File: src/hw/rtl/lact_pkg.sv
// ----------------------------------------------------------------------------
// lact_pkg
// Shared types and constants for the LRU associative cache tracker.
// ----------------------------------------------------------------------------
package lact_pkg;

    localparam int KEY_W           = 32;
    localparam int STAT_W          = 32;
    localparam int CAP_W           = 5;
    localparam int MAX_ENTRIES_DEF = 16;
    localparam logic [CAP_W-1:0] CAP_RESET = 5'd16;

    // Commands carried in s_tuser
    localparam logic CMD_LOOKUP = 1'b0;
    localparam logic CMD_CLEAR  = 1'b1;

    // Broadcast control from the sequencer to every cell
    typedef struct packed {
        logic             cmp_en;   // capture compare result
        logic             upd;      // apply a lookup update this cycle
        logic             hit;      // lookup found its key
        logic             evict;    // lookup misses with no room
        logic [KEY_W-1:0] key;      // key being looked up
    } cell_ctrl_t;

    // Per-cell position flags decoded from the fill level
    typedef struct packed {
        logic valid;      // cell index below fill level
        logic is_top;     // most recent occupied cell
        logic is_append;  // first free cell
    } cell_pos_t;

endpackage

File: src/hw/rtl/lact_cell.sv
// ----------------------------------------------------------------------------
// lact_cell
// One entry of the LRU chain: holds a key, compares it, shifts toward LRU.
// ----------------------------------------------------------------------------
module lact_cell
    import lact_pkg::*;
(
    input  logic             clk,
    input  cell_ctrl_t       ctrl,
    input  cell_pos_t        pos,
    input  logic [KEY_W-1:0] nbr_key,    // key of the next more recent cell
    input  logic             shift_in,   // a hit lies at a lower index
    output logic             shift_out,
    output logic [KEY_W-1:0] key
);

    logic [KEY_W-1:0] key_reg;
    logic [KEY_W-1:0] key_next;
    logic             match_reg;
    logic             load_next;
    logic             load_new;

    assign shift_out = shift_in | (match_reg & pos.valid);

    assign load_next = ctrl.upd & pos.valid & ~pos.is_top
                     & (ctrl.evict | (ctrl.hit & shift_out));
    assign load_new  = ctrl.upd
                     & ((pos.is_top & (ctrl.hit | ctrl.evict))
                     | (pos.is_append & ~ctrl.hit & ~ctrl.evict));

    always_comb
    begin
        key_next = key_reg;
        if (load_new)
        begin
            key_next = ctrl.key;
        end
        else if (load_next)
        begin
            key_next = nbr_key;
        end
    end

    always_ff @(posedge clk)
    begin
        key_reg <= key_next;
        if (ctrl.cmp_en)
        begin
            match_reg <= (key_reg == ctrl.key);
        end
    end

    assign key = key_reg;

endmodule

File: src/hw/rtl/lru_assoc_cache_tracker.sv
// ----------------------------------------------------------------------------
// lru_assoc_cache_tracker
// Fully associative key store with LRU replacement and hit statistics.
// ----------------------------------------------------------------------------
// Each item passes through three steps: the accept step, a compare step in
// which every cell registers its key match, and an update step in which the
// cell chain shifts and the result item is loaded into the output register.
// The compare register inside the cells adds the compare step; a clear
// command skips the compare, so it has two steps. The update waits while
// an earlier result is still held on the master side. Keys of cells at or
// above the occupancy are never read, so reset needs no clearing pass.
module lru_assoc_cache_tracker
    import lact_pkg::*;
#(
    parameter int MAX_ENTRIES = MAX_ENTRIES_DEF
)
(
    input  logic              clk,
    input  logic              rst_n,
    // slave side: tdata = key[31:0]; tuser = cmd
    input  logic              s_tvalid,
    output logic              s_tready,
    input  logic [KEY_W-1:0]  s_tdata,
    input  logic              s_tuser,
    // master side: tdata = hit[0], evicted_valid[1], evicted_key[33:2],
    //   hit_count[65:34], access_count[97:66], occupancy[102:98], zero[103]
    output logic              m_tvalid,
    input  logic              m_tready,
    output logic [103:0]      m_tdata,
    // capacity register write
    input  logic              cfg_valid,
    output logic              cfg_ready,
    input  logic [CAP_W-1:0]  cfg_data
);

    localparam int CNT_W = $clog2(MAX_ENTRIES + 1);
    localparam int CMP_W = (CNT_W > CAP_W) ? CNT_W : CAP_W;

    typedef enum logic [1:0] {
        ST_IDLE,
        ST_CMP,
        ST_UPD
    } state_t;

    state_t             state_reg, state_next;
    logic               cmd_reg, cmd_next;
    logic [KEY_W-1:0]   key_reg, key_next;
    logic [CAP_W-1:0]   cap_reg;
    logic [CNT_W-1:0]   fill_reg, fill_next;
    logic [STAT_W-1:0]  hits_reg, hits_next;
    logic [STAT_W-1:0]  acc_reg, acc_next;

    // output register
    logic               out_valid_reg, out_valid_next;
    logic               out_hit_reg, out_hit_next;
    logic               out_ev_reg, out_ev_next;
    logic [KEY_W-1:0]   out_evkey_reg, out_evkey_next;
    logic [STAT_W-1:0]  out_hits_reg, out_hits_next;
    logic [STAT_W-1:0]  out_acc_reg, out_acc_next;
    logic [CAP_W-1:0]   out_occ_reg, out_occ_next;

    logic               s_fire;
    logic               go;         // update cycle that may load the output
    logic               hit;
    logic               room;
    logic [CMP_W-1:0]   cap_ext;
    logic [CMP_W-1:0]   limit;
    cell_ctrl_t         ctrl;

    logic [MAX_ENTRIES-1:0]  shift_chain;
    logic [KEY_W-1:0]        cell_key [MAX_ENTRIES];
    cell_pos_t               cell_pos [MAX_ENTRIES];

    assign s_tready  = (state_reg == ST_IDLE);
    assign s_fire    = s_tvalid & s_tready;
    assign cfg_ready = 1'b1;
    assign m_tvalid  = out_valid_reg;

    // Capacity in use: zero acts as one, clamped to the store depth.
    assign cap_ext = CMP_W'(cap_reg);
    always_comb
    begin
        priority if (cap_reg == '0)
        begin
            limit = CMP_W'(1);
        end
        else if (cap_ext > CMP_W'(MAX_ENTRIES))
        begin
            limit = CMP_W'(MAX_ENTRIES);
        end
        else
        begin
            limit = cap_ext;
        end
    end
    assign room = (CMP_W'(fill_reg) < limit);

    // End of the prefix chain: some occupied cell matched.
    assign hit = shift_chain[MAX_ENTRIES-1];

    assign go = (state_reg == ST_UPD) & (~out_valid_reg | m_tready);

    assign ctrl.cmp_en = (state_reg == ST_CMP);
    assign ctrl.upd    = go & (cmd_reg == CMD_LOOKUP);
    assign ctrl.hit    = hit;
    assign ctrl.evict  = ~hit & ~room;
    assign ctrl.key    = key_reg;

    // Cell row: index 0 is least recent.
    for (genvar i = 0; i < MAX_ENTRIES; i++)
    begin : g_cell
        logic [KEY_W-1:0] nbr;
        logic             sin;

        assign cell_pos[i].valid     = (CNT_W'(i) < fill_reg);
        assign cell_pos[i].is_top    = (fill_reg == CNT_W'(i + 1));
        assign cell_pos[i].is_append = (fill_reg == CNT_W'(i));

        if (i == MAX_ENTRIES - 1)
        begin : g_last
            assign nbr = '0;
        end
        else
        begin : g_mid
            assign nbr = cell_key[i+1];
        end

        if (i == 0)
        begin : g_first
            assign sin = 1'b0;
        end
        else
        begin : g_rest
            assign sin = shift_chain[i-1];
        end

        lact_cell u_cell (
            .clk       (clk),
            .ctrl      (ctrl),
            .pos       (cell_pos[i]),
            .nbr_key   (nbr),
            .shift_in  (sin),
            .shift_out (shift_chain[i]),
            .key       (cell_key[i])
        );
    end

    // Sequencer and statistics
    always_comb
    begin
        state_next     = state_reg;
        cmd_next       = cmd_reg;
        key_next       = key_reg;
        fill_next      = fill_reg;
        hits_next      = hits_reg;
        acc_next       = acc_reg;
        out_valid_next = out_valid_reg & ~m_tready;
        out_hit_next   = out_hit_reg;
        out_ev_next    = out_ev_reg;
        out_evkey_next = out_evkey_reg;
        out_hits_next  = out_hits_reg;
        out_acc_next   = out_acc_reg;
        out_occ_next   = out_occ_reg;

        unique case (state_reg)
            ST_IDLE:
            begin
                if (s_fire)
                begin
                    cmd_next   = s_tuser;
                    key_next   = s_tdata;
                    state_next = (s_tuser == CMD_CLEAR) ? ST_UPD : ST_CMP;
                end
            end
            ST_CMP:
            begin
                state_next = ST_UPD;
            end
            ST_UPD:
            begin
                if (go)
                begin
                    state_next = ST_IDLE;
                    out_valid_next = 1'b1;
                    if (cmd_reg == CMD_CLEAR)
                    begin
                        fill_next      = '0;
                        hits_next      = '0;
                        acc_next       = '0;
                        out_hit_next   = 1'b0;
                        out_ev_next    = 1'b0;
                        out_evkey_next = '0;
                    end
                    else
                    begin
                        acc_next = (&acc_reg) ? acc_reg : acc_reg + 1'b1;
                        if (hit)
                        begin
                            hits_next = (&hits_reg) ? hits_reg : hits_reg + 1'b1;
                        end
                        else if (room)
                        begin
                            fill_next = fill_reg + 1'b1;
                        end
                        out_hit_next   = hit;
                        out_ev_next    = ctrl.evict;
                        out_evkey_next = ctrl.evict ? cell_key[0] : '0;
                    end
                    out_hits_next = hits_next;
                    out_acc_next  = acc_next;
                    out_occ_next  = CAP_W'(fill_next);
                end
            end
            default:
            begin
                state_next = ST_IDLE;
            end
        endcase
    end

    always_ff @(posedge clk or negedge rst_n)
    begin
        if (!rst_n)
        begin
            state_reg     <= ST_IDLE;
            cap_reg       <= CAP_RESET;
            fill_reg      <= '0;
            hits_reg      <= '0;
            acc_reg       <= '0;
            out_valid_reg <= 1'b0;
        end
        else
        begin
            state_reg     <= state_next;
            fill_reg      <= fill_next;
            hits_reg      <= hits_next;
            acc_reg       <= acc_next;
            out_valid_reg <= out_valid_next;
            if (cfg_valid & cfg_ready)
            begin
                cap_reg <= cfg_data;
            end
        end
    end

    // Payload registers, no reset
    always_ff @(posedge clk)
    begin
        cmd_reg       <= cmd_next;
        key_reg       <= key_next;
        out_hit_reg   <= out_hit_next;
        out_ev_reg    <= out_ev_next;
        out_evkey_reg <= out_evkey_next;
        out_hits_reg  <= out_hits_next;
        out_acc_reg   <= out_acc_next;
        out_occ_reg   <= out_occ_next;
    end

    assign m_tdata = {1'b0, out_occ_reg, out_acc_reg, out_hits_reg,
                      out_evkey_reg, out_ev_reg, out_hit_reg};

    // ------------------------------------------------------------------
    // Checks
    // ------------------------------------------------------------------
    a_fill_bound: assert property (@(posedge clk) disable iff (!rst_n)
        CNT_W'(MAX_ENTRIES) >= fill_reg)
        else $error("fill level above store depth");

    a_hit_xor_evict: assert property (@(posedge clk) disable iff (!rst_n)
        out_valid_reg |-> !(out_hit_reg && out_ev_reg))
        else $error("result both hit and eviction");

    a_stats_order: assert property (@(posedge clk) disable iff (!rst_n)
        out_valid_reg |-> (out_hits_reg <= out_acc_reg))
        else $error("hit count above access count");

    a_update_fill: assert property (@(posedge clk) disable iff (!rst_n)
        (ctrl.upd && (hit || ctrl.evict)) |=> $stable(fill_reg))
        else $error("fill level moved on hit or eviction");

endmodule

File: config.mk
export PLATFORM = sky130hd
export DESIGN_NAME = lru_assoc_cache_tracker
export DESIGN_NICKNAME = d
export VERILOG_FILES = /design/src/hw/rtl/lact_pkg.sv /design/src/hw/rtl/lact_cell.sv /design/src/hw/rtl/lru_assoc_cache_tracker.sv
export SDC_FILE = /design/constraint.sdc
export NUM_CORES = 1
export LEC_CHECK = 0
export ABC_AREA = 1
export BUFFER_PORTS_ARGS = -buffer_cell sky130_fd_sc_hd__buf_2
export CORE_UTILIZATION = 55
export CTS_CLUSTER_SIZE = 8
export DETAILED_ROUTE_END_ITERATION = 7
export MAX_ROUTING_LAYER = met4
export PLACE_DENSITY = 0.76
export REMOVE_ABC_BUFFERS = 1
export SLEW_MARGIN = 5
export SYNTH_ARGS = -nofsm -noshare
export SYNTH_HDL_FRONTEND = slang
export SYNTH_HIERARCHICAL = 1
export SYNTH_SLANG_ARGS = --single-unit
File: constraint.sdc
create_clock -name clk -period 9.1 [get_ports clk]
set_input_delay 0.455 -clock clk [delete_from_list [all_inputs] [get_ports clk]]
set_output_delay 0.455 -clock clk [all_outputs]
set_load 0.03 [all_outputs]
* After elaboration in Yosys (flattened, before gate mapping)
Index checks and enable logic that the tools add are counted.
** Cells by class
- $add $sub $neg :: 3
- Reduce and logical (&&, ||, !) cells :: 25
- Equal/unequal tests :: 36
- Multiplexer cells :: 48
- Magnitude comparators :: 18
- Bitwise operators :: 218
** Operator list (number)
- $mux W32 :: 37
- $eq A32 B32 Y1 :: 16
- $and A1 B1 Y1 :: 148
- $add A32 B1 Y32 const B :: 2
- $reduce_and A32 Y1 :: 2
- $or A1 B1 Y1 :: 48
- $eq A5 B4 Y1 const B :: 8
- $lt A4 B5 Y1 const A :: 8
- $reduce_bool A2 Y1 :: 16
- $mux W5 :: 5
- $not A1 Y1 :: 22
- $eq A5 B3 Y1 const B :: 4
- $lt A3 B5 Y1 const A :: 4
- $eq A5 B2 Y1 const B :: 2
- $logic_not A5 Y1 :: 2
- $lt A1 B5 Y1 const A :: 2
- $lt A2 B5 Y1 const A :: 2
- $mux W2 :: 3
- $pmux W2 S3 :: 1
- $reduce_and A2 Y1 :: 3
- $add A5 B1 Y5 const B :: 1
- $eq A5 B1 Y1 const B :: 1
- $eq A5 B5 Y1 const B :: 1
- $gt A5 B5 Y1 const B :: 1
- other kinds (8) :: 9
** Word-level totals
- Bits in registers :: 741
- Bits of input ports :: 43
- Output and inout port bits :: 107
- Word-level logic and storage cells :: 394

* Longest topological paths before layout
Gate-level depths: netlist of run 1.
- Word-level depth :: 24
- Gate-level depth with buffers :: 32

* Modules after synthesis
Netlist of run 1, hierarchy kept.
** By module, submodules not included
- lact_cell :: times used 16, sequential area each 991.0 um^2, area each 2175.8 um^2, cells an instance 295
- lru_assoc_cache_tracker :: times used 1, sequential area each 6012.0 um^2, area each 10916.7 um^2, cells an instance 1266

* Worst setup path before layout of run 1
OpenSTA, ideal clock, no wires.
- Path type :: reg-to-reg
- Start :: reg fill_reg[2]
- End :: reg g_cell[0].u_cell.key_reg[0] (enable)
- Cell stages (with the launch flop) :: 29
- Buffers on the path :: 2
- Clock period less this slack :: 8016 ps
- Slack :: 1084 ps
- Library setup time :: 389 ps
- Arrival :: 7626 ps
- Cells stage by stage :: dfrtp_1 -> inv_1 -> nand2_1 -> nor2_1 -> inv_1 -> nor2_1 -> nand2_1 -> a21o_1 -> a21o_1 -> a21o_1 -> a21o_1 -> a21o_1 -> a21o_1 -> a21o_1 -> a21o_1 -> a21o_1 -> a21o_1 -> a21o_1 -> a21o_1 -> a21o_1 -> a21o_1 -> a21o_1 -> a21o_1 -> buf_2 -> a21oi_1 -> nor3_1 -> or2_1 -> clkbuf_2 -> nand2_1
** RTL lines
- start, declared :: RTL line lru_assoc_cache_tracker.sv:49 : logic [CNT_W-1:0] fill_reg, fill_next;
- start signal, assigned :: RTL line lru_assoc_cache_tracker.sv:235 : fill_reg <= fill_next;
- end signal, assigned :: RTL line lact_cell.sv:46 : key_reg <= key_next;
- end, declared :: RTL line lact_cell.sv:17 : logic [KEY_W-1:0] key_reg;

==> results of run 1 <==
==> synth_stat cells, drive strengths merged <==
| master | count |
|---|---|
| nand3 | 105 |
| dfrtp | 76 |
| o21ai | 592 |
| a31oi | 1 |
| clkbuf | 35 |
| nand4 | 41 |
| inv | 1133 |
| edfxtp | 664 |
| nor4 | 1 |
| o31ai | 2 |
| and2 | 1 |
| nor3 | 50 |
| buf | 127 |
| mux2 | 3 |
| or2 | 20 |
| and3 | 7 |
| o211ai | 2 |
| o22ai | 1 |
| nand2 | 2458 |
| nor2 | 543 |
| dfstp | 1 |
| ha | 9 |
| conb | 2 |
| clkinv | 2 |
| a21o | 17 |
| nand3b | 5 |
| xor2 | 71 |
| xnor2 | 4 |
| a21oi | 13 |
==> power groups by stage <==
stage          clock [mW]  combinational [mW]  sequential [mW]
5_1_grt              3.69                3.25             4.64
3_3_place_gp            0                2.75             4.64
4_1_cts              3.55                2.87             4.59
6_report             3.49                2.87             4.59
3_5_place_dp            0                2.83             4.65
2_1_floorplan           0                1.96             4.81
==> cell type report <==
class	count	share of cell area [%]
multi-input combinational	3981	36.5
inverter	1135	8.47
clock inverter	5	0.159
antenna	2	0.00995
clock buffer	155	5.51
tap	1070	2.66
timing repair buffer	252	3.23
sequential	741	43.5
==> per-stage QoR <==
stage / instance area [um^2] / instances
2_1_floorplan: 44400 / 5857
3_3_place_gp: 47100 / 7145
3_5_place_dp: 47100 / 7145
4_1_cts: 50300 / 7339
5_1_grt: 50300 / 7339
6_report: 50300 / 7341
==> per-layer routing <==
layer  share of wire, %  track usage, %  routed length (um)  vias up
met4                3.4            8.64                3400        0
met2                 48            41.6               48000      783
met1                 44            30.5               44100    16200
met3                4.9            3.91                4880      207
li1                   -               -                   -    18800
met5                  0               -                   0        -
==> kinds of logic after synthesis <==
group / after synthesis / synth area share, %
other cells: 2 / 0.0164
mux: 3 / 0.0739
simple gates: 3231 / 27.9
fa+ha+maj: 9 / 0.246
flops: 741 / 47.8
compound gates: 628 / 10.1
xor+xnor: 75 / 1.44
buf+inv: 1297 / 12.4
==> path summary, 6_finish.rpt <==
check | cells past startpoint | to | start
max | 29 | g_cell[13].u_cell/key[29]$_DFFE_PP_ | fill_reg[2]$_DFFE_PN0P_
max in group asynchronous | 3 | fill_reg[2]$_DFFE_PN0P_ | rst_n
max reg2reg | 29 | g_cell[13].u_cell/key[29]$_DFFE_PP_ | fill_reg[2]$_DFFE_PN0P_
min reg2reg | 2 | acc_reg[15]$_DFFE_PN0P_ | acc_reg[15]$_DFFE_PN0P_
min | 1 | key_reg[26]$_DFFE_PP_ | s_tdata[26]
min in group asynchronous | 2 | acc_reg[1]$_DFFE_PN0P_ | rst_n
==> results.py, run 1 <==
metrics = {
    "sta": {
        "hold_viol": 0,
        "fin_hold_ws_ns": 0.0528,
        "max_slew_margin_pct": 23.6,
        "max_freq_mhz": 149,
        "period_minus_slack_ns": 6.71,
        "rsz0062_at_grt": "false",
        "setup_viol": 0,
        "min_period_over_period_pct": 73.7,
        "clock_skew_ns": 0.0247,
        "tightest_slew_ns": 1.14,
        "setup_tns_ns": 0,
        "fin_ws_ns": 2.39,
        "slew_viol_final": 0,
    },
    "grt": {
        "overflow": 0,
        "grt_pass1_wl_um": 168000,
        "grt_usage_pct": 24.8,
        "grt_max_degree": 195,
        "antenna_found_initial": 1,
        "grt_pass1_vias": 34600,
    },
    "worst_setup_path": {
        "critPathTopFamily": "compound AO/OA/AOI/OAI gates",
        "cp-end-kind": "register",
        "critPathMaxFanout": 47,
        "required_ns": 9.48,
        "cpMostUsedCell": "a21o_1",
        "cpPeakStageDelay_ns": 0.67,
        "setup.worst_path.class": "reg -> reg",
        "ff2ff_setup_slack_ns": 2.39,
        "crit_arrival_ns": 7.08,
        "worst_setup_path_start_kind": "register",
        "path_buf_inv": 4,
        "slowest_stage": "a21oi_4",
    },
    "floorplan": {
        "fp.coreArea_um2": 82200,
        "fp.dieH_um": 290,
        "die_x_um": 290,
        "io_pins": 150,
        "start_util_pct": 55.6,
        "rows": 105,
        "dieArea_um2": 84300,
    },
    "layout": {
        "layout.area.seq_um2": 21900,
        "final_common_cell": "nand2_1",
        "nNetsFinal": 6266,
        "drive_above_1_share_pct": 12.6,
        "multi_input_area_um2": 18300,
        "fill_cells": 7176,
        "area_growth_pct": 9.98,
        "final_cell_mix": "2452 x nand2_1, 1127 x inv_1, 664 x edfxtp_1",
        "fin_util_pct": 61.2,
        "largest_reg_flops": 512,
    },
    "synthesis": {
        "yosysWarnings": 6,
        "netlist_area_um2": 45700,
        "synth_top_area_share_pct": 43.6,
        "synth_cells": 5986,
        "yosysTopAreaCell": "edfxtp_1",
        "syn_avg_cell_area_um2": 7.64,
        "ys_seq_area_share_pct": 47.8,
        "ys_types": 48,
        "ys_ff_latch": 741,
        "synth_top_cells_by_area": "edfxtp_1 44%, nand2_1 20%, inv_1 9.3%",
    },
    "routing": {
        "vias": 36000,
        "drt_pass1_iterations": 6,
        "post_drt_wl_per_cell_um": 13.7,
        "via_per_inst": 4.90,
        "drt-initial-drc-count": 2505,
        "totalWireLength_um": 100000,
        "antenna_left": 0,
        "route.detailed.drc": 0,
    },
    "pwr": {
        "swShare_pct": 33.7,
        "internal_power_mw": 7.26,
        "power.density_nw_per_um2": 218,
        "combPwrFrac_pct": 26.2,
        "power.total_mw": 10.9,
        "ir_drop_v": 0.000166,
        "p_clk_share_pct": 31.8,
        "power_frac_seq_pct": 41.9,
        "leakage_nw": 25.7,
        "switchingPower_mw": 3.69,
    },
    "cts": {
        "path_clk_slew_ns": 0.05,
        "cts_root_buffer": "clkbuf_16",
        "cts_max_level": 3,
        "cts_tree": "yes",
        "post-cts-setup-buffers": 0,
        "post_cts_resized": 0,
        "ctsHoldBuffers": 34,
        "cts_max_path_buffers": 3,
        "numCtsBuffers": 103,
        "cts_sinks": 741,
        "worstSkewPairLatency_ns": 0.66,
    },
    "run": {
        "cap_violations": 0,
    },
    "worst_hold_path": {
        "min_path_type": "in -> reg",
    },
    "placed_design": {
        "io_buffer_count": 147,
        "pre_cts_ws_ns": 2.51,
        "routabilityCongestion": 0.935,
        "dp_hpwl_um": 70100,
    },
    "run_status": {
        "status": "finished, final reports clean",
    },
}
Power figures use the tool's default switching activity.
==> run 2: changes to the inputs <==
Settings changed: PLACE_DENSITY 0.76 to 0.79.
Clock period 9.1 ns to 5.4 ns, I/O delays scaled along.
==> run 2 against run 1 <==
  * Maximum frequency increased by 28%
  * Register-to-register slack got worse by 2.2 ns
  * Setup slack got worse by 2.2 ns
  * Global-route usage decreased by 0.78 points
  * Hold slack improved by 0.28 ns
  * Combinational power increased by 85%
  * Critical path depth increased by 1
  * Wire length increased by 4.7%
  * Final area increased by 2.7%
  * Largest power group unchanged
==> results.py, run 2 (synthesis results as in run 1) <==
metrics = {
    "run_status": {
        "status": "finished, final reports clean",
    },
    "floorplan": {
        "rows": 105,
        "fp.coreArea_um2": 82200,
        "fp.dieH_um": 290,
        "die_x_um": 290,
        "start_util_pct": 55.6,
        "dieArea_um2": 84300,
        "io_pins": 150,
    },
    "worst_setup_path": {
        "cp-end-kind": "register",
        "worst_setup_path_start_kind": "register",
        "crit_arrival_ns": 5.62,
        "cp-endpoint": "g_cell[14].u_cell/key[23]$_DFFE_PP_",
        "setup.worst_path.class": "reg -> reg",
        "cpPeakStageDelay_ns": 0.39,
        "r2r-start": "fill_reg[3]$_DFFE_PN0P_",
        "cpMostUsedCell": "a21o_1",
        "r2r-end": "g_cell[14].u_cell/key[23]$_DFFE_PP_",
        "ff2ff_setup_slack_ns": 0.18,
        "required_ns": 5.80,
        "slowest_stage": "dfrtp_1",
        "critPathMaxFanout": 48,
        "startpoint": "fill_reg[3]$_DFFE_PN0P_",
        "r2r_cells": 30,
    },
    "grt": {
        "antenna_found_initial": 0,
        "grt_max_degree": 194,
        "grt_pass1_vias": 34500,
        "grt_usage_pct": 24.1,
        "overflow": 0,
        "grt_pass1_wl_um": 165000,
    },
    "sta": {
        "max_freq_mhz": 192,
        "clock_skew_ns": 0.0265,
        "period_minus_slack_ns": 5.22,
        "rsz0062_at_grt": "true",
        "min_period_over_period_pct": 96.7,
        "max_slew_margin_pct": 19.6,
        "setup_viol": 0,
        "fin_hold_ws_ns": 0.331,
        "tightest_slew_ns": 1.21,
        "slew_viol_final": 0,
        "hold_viol": 0,
    },
    "layout": {
        "final_area_um2": 51700,
        "final_common_cell": "nand2_1",
        "area_growth_pct": 13.0,
        "layout.area.seq_um2": 21900,
        "drive_above_1_share_pct": 13.4,
        "largest_reg_flops": 512,
        "nNetsFinal": 6321,
        "antenna_cells": 0,
        "fill_cells": 6831,
        "final_cell_mix": "2443 x nand2_1, 1125 x inv_1, 664 x edfxtp_1",
        "multi_input_area_um2": 18400,
    },
    "pwr": {
        "power.density_nw_per_um2": 368,
        "leakage_nw": 26.3,
        "ir_drop_v": 0.000293,
    },
    "cts": {
        "worstSkewPairLatency_ns": 0.67,
        "numCtsBuffers": 103,
        "cts_max_path_buffers": 3,
        "cts_max_level": 3,
        "cts_tree": "yes",
        "path_clk_slew_ns": 0.05,
        "cts_root_buffer": "clkbuf_16",
        "cts_sinks": 741,
    },
    "routing": {
        "totalWireLength_um": 105000,
        "antenna_left": 0,
        "route.detailed.drc": 0,
        "post_drt_wl_per_cell_um": 14.2,
        "via_per_inst": 4.99,
        "vias": 36900,
        "drt-initial-drc-count": 2640,
        "drt_pass1_iterations": 6,
    },
    "placed_design": {
        "io_buffer_count": 147,
        "routabilityCongestion": 0.932,
        "dp_hpwl_um": 68600,
        "dpl_cell_area_um2": 47600,
    },
    "run": {
        "cap_violations": 0,
    },
    "worst_hold_path": {
        "min_path_type": "in -> reg",
        "min_path_cells": 2,
    },
}
-- run 2: cell count changes in the layout (fill, tap and decap cells not counted), moves of 4 or more --
cell / delta
dlygate4sd3_1: +17
nand2_2: +5
nand2_1: -9
nand2_4: +4
or2_4: +12
clkbuf_1: -5
clkbuf_16: +22
buf_4: -18
buf_12: +33
or2_2: -12
-- run 2: metrics by stage --
stage	utilization, %	setup WS, ns	cells	power, mW	TNS (ns)
finish	62.8	0.179	7392	19.0	0
global route	62.8	-0.0749	7392	20.0	-13.85
global placement	57.9	0.225	7159	12.6	0
CTS	62.0	0.0869	7368	18.8	0
detailed placement	57.9	0.123	7159	12.8	0
floorplan	-	-8.42	5857	11.4	-8861.38
-- run 2: report_power, final --
part | switching [mW] | internal [mW]
combinational | 3.57 | 1.76
clock | 2.42 | 3.53
sequential | 0.497 | 7.24
-- run 2: worst max-delay path, delay by kind of cell, from the launching register on --
kind                   cells  cell delay, ns
AND/OR/NAND/NOR            7            0.88
buffers and inverters      5            0.72
AO/OA/AOI/OAI             18            2.94
flip-flops                 1            0.39
-- run 2: worst min-delay path by stage --
stage               slack [ns]   startpoint                endpoint
global route              0.32  s_tdata[20]   key_reg[20]$_DFFE_PP_
global placement          0.15        rst_n  acc_reg[3]$_DFFE_PN0P_
CTS                       0.30  s_tdata[20]   key_reg[20]$_DFFE_PP_
detailed placement        0.15        rst_n  acc_reg[3]$_DFFE_PN0P_
floorplan                -0.03        rst_n  acc_reg[0]$_DFFE_PN0P_
finish                    0.33   s_tdata[0]    key_reg[0]$_DFFE_PP_
-- run 2: layout make-up --
class,instances,area share (%)
timing repair buffer,307,5.56
clock buffer,152,5.43
sequential,741,42.3
multi-input combinational,3981,35.7
inverter,1135,8.25
clock inverter,6,0.184
tap,1070,2.59
-- run 2: layer usage --
metal | track usage, % | vias to the layer above | part of all wire (%)
li1 | - | 18900 | -
met1 | 30.0 | 16600 | 42
met4 | 7.60 | 0 | 3.3
met5 | - | - | 0
met2 | 40.7 | 1079 | 49
met3 | 3.07 | 238 | 5.4
-- run 2: timing repair --
action                                 in CTS  in global routing
endpoints found under the hold margin      56                  0
buffers inserted                            0                  3
resized for setup                           0                 38
setup endpoints to repair                   0               1049
hold buffers                               51                  0
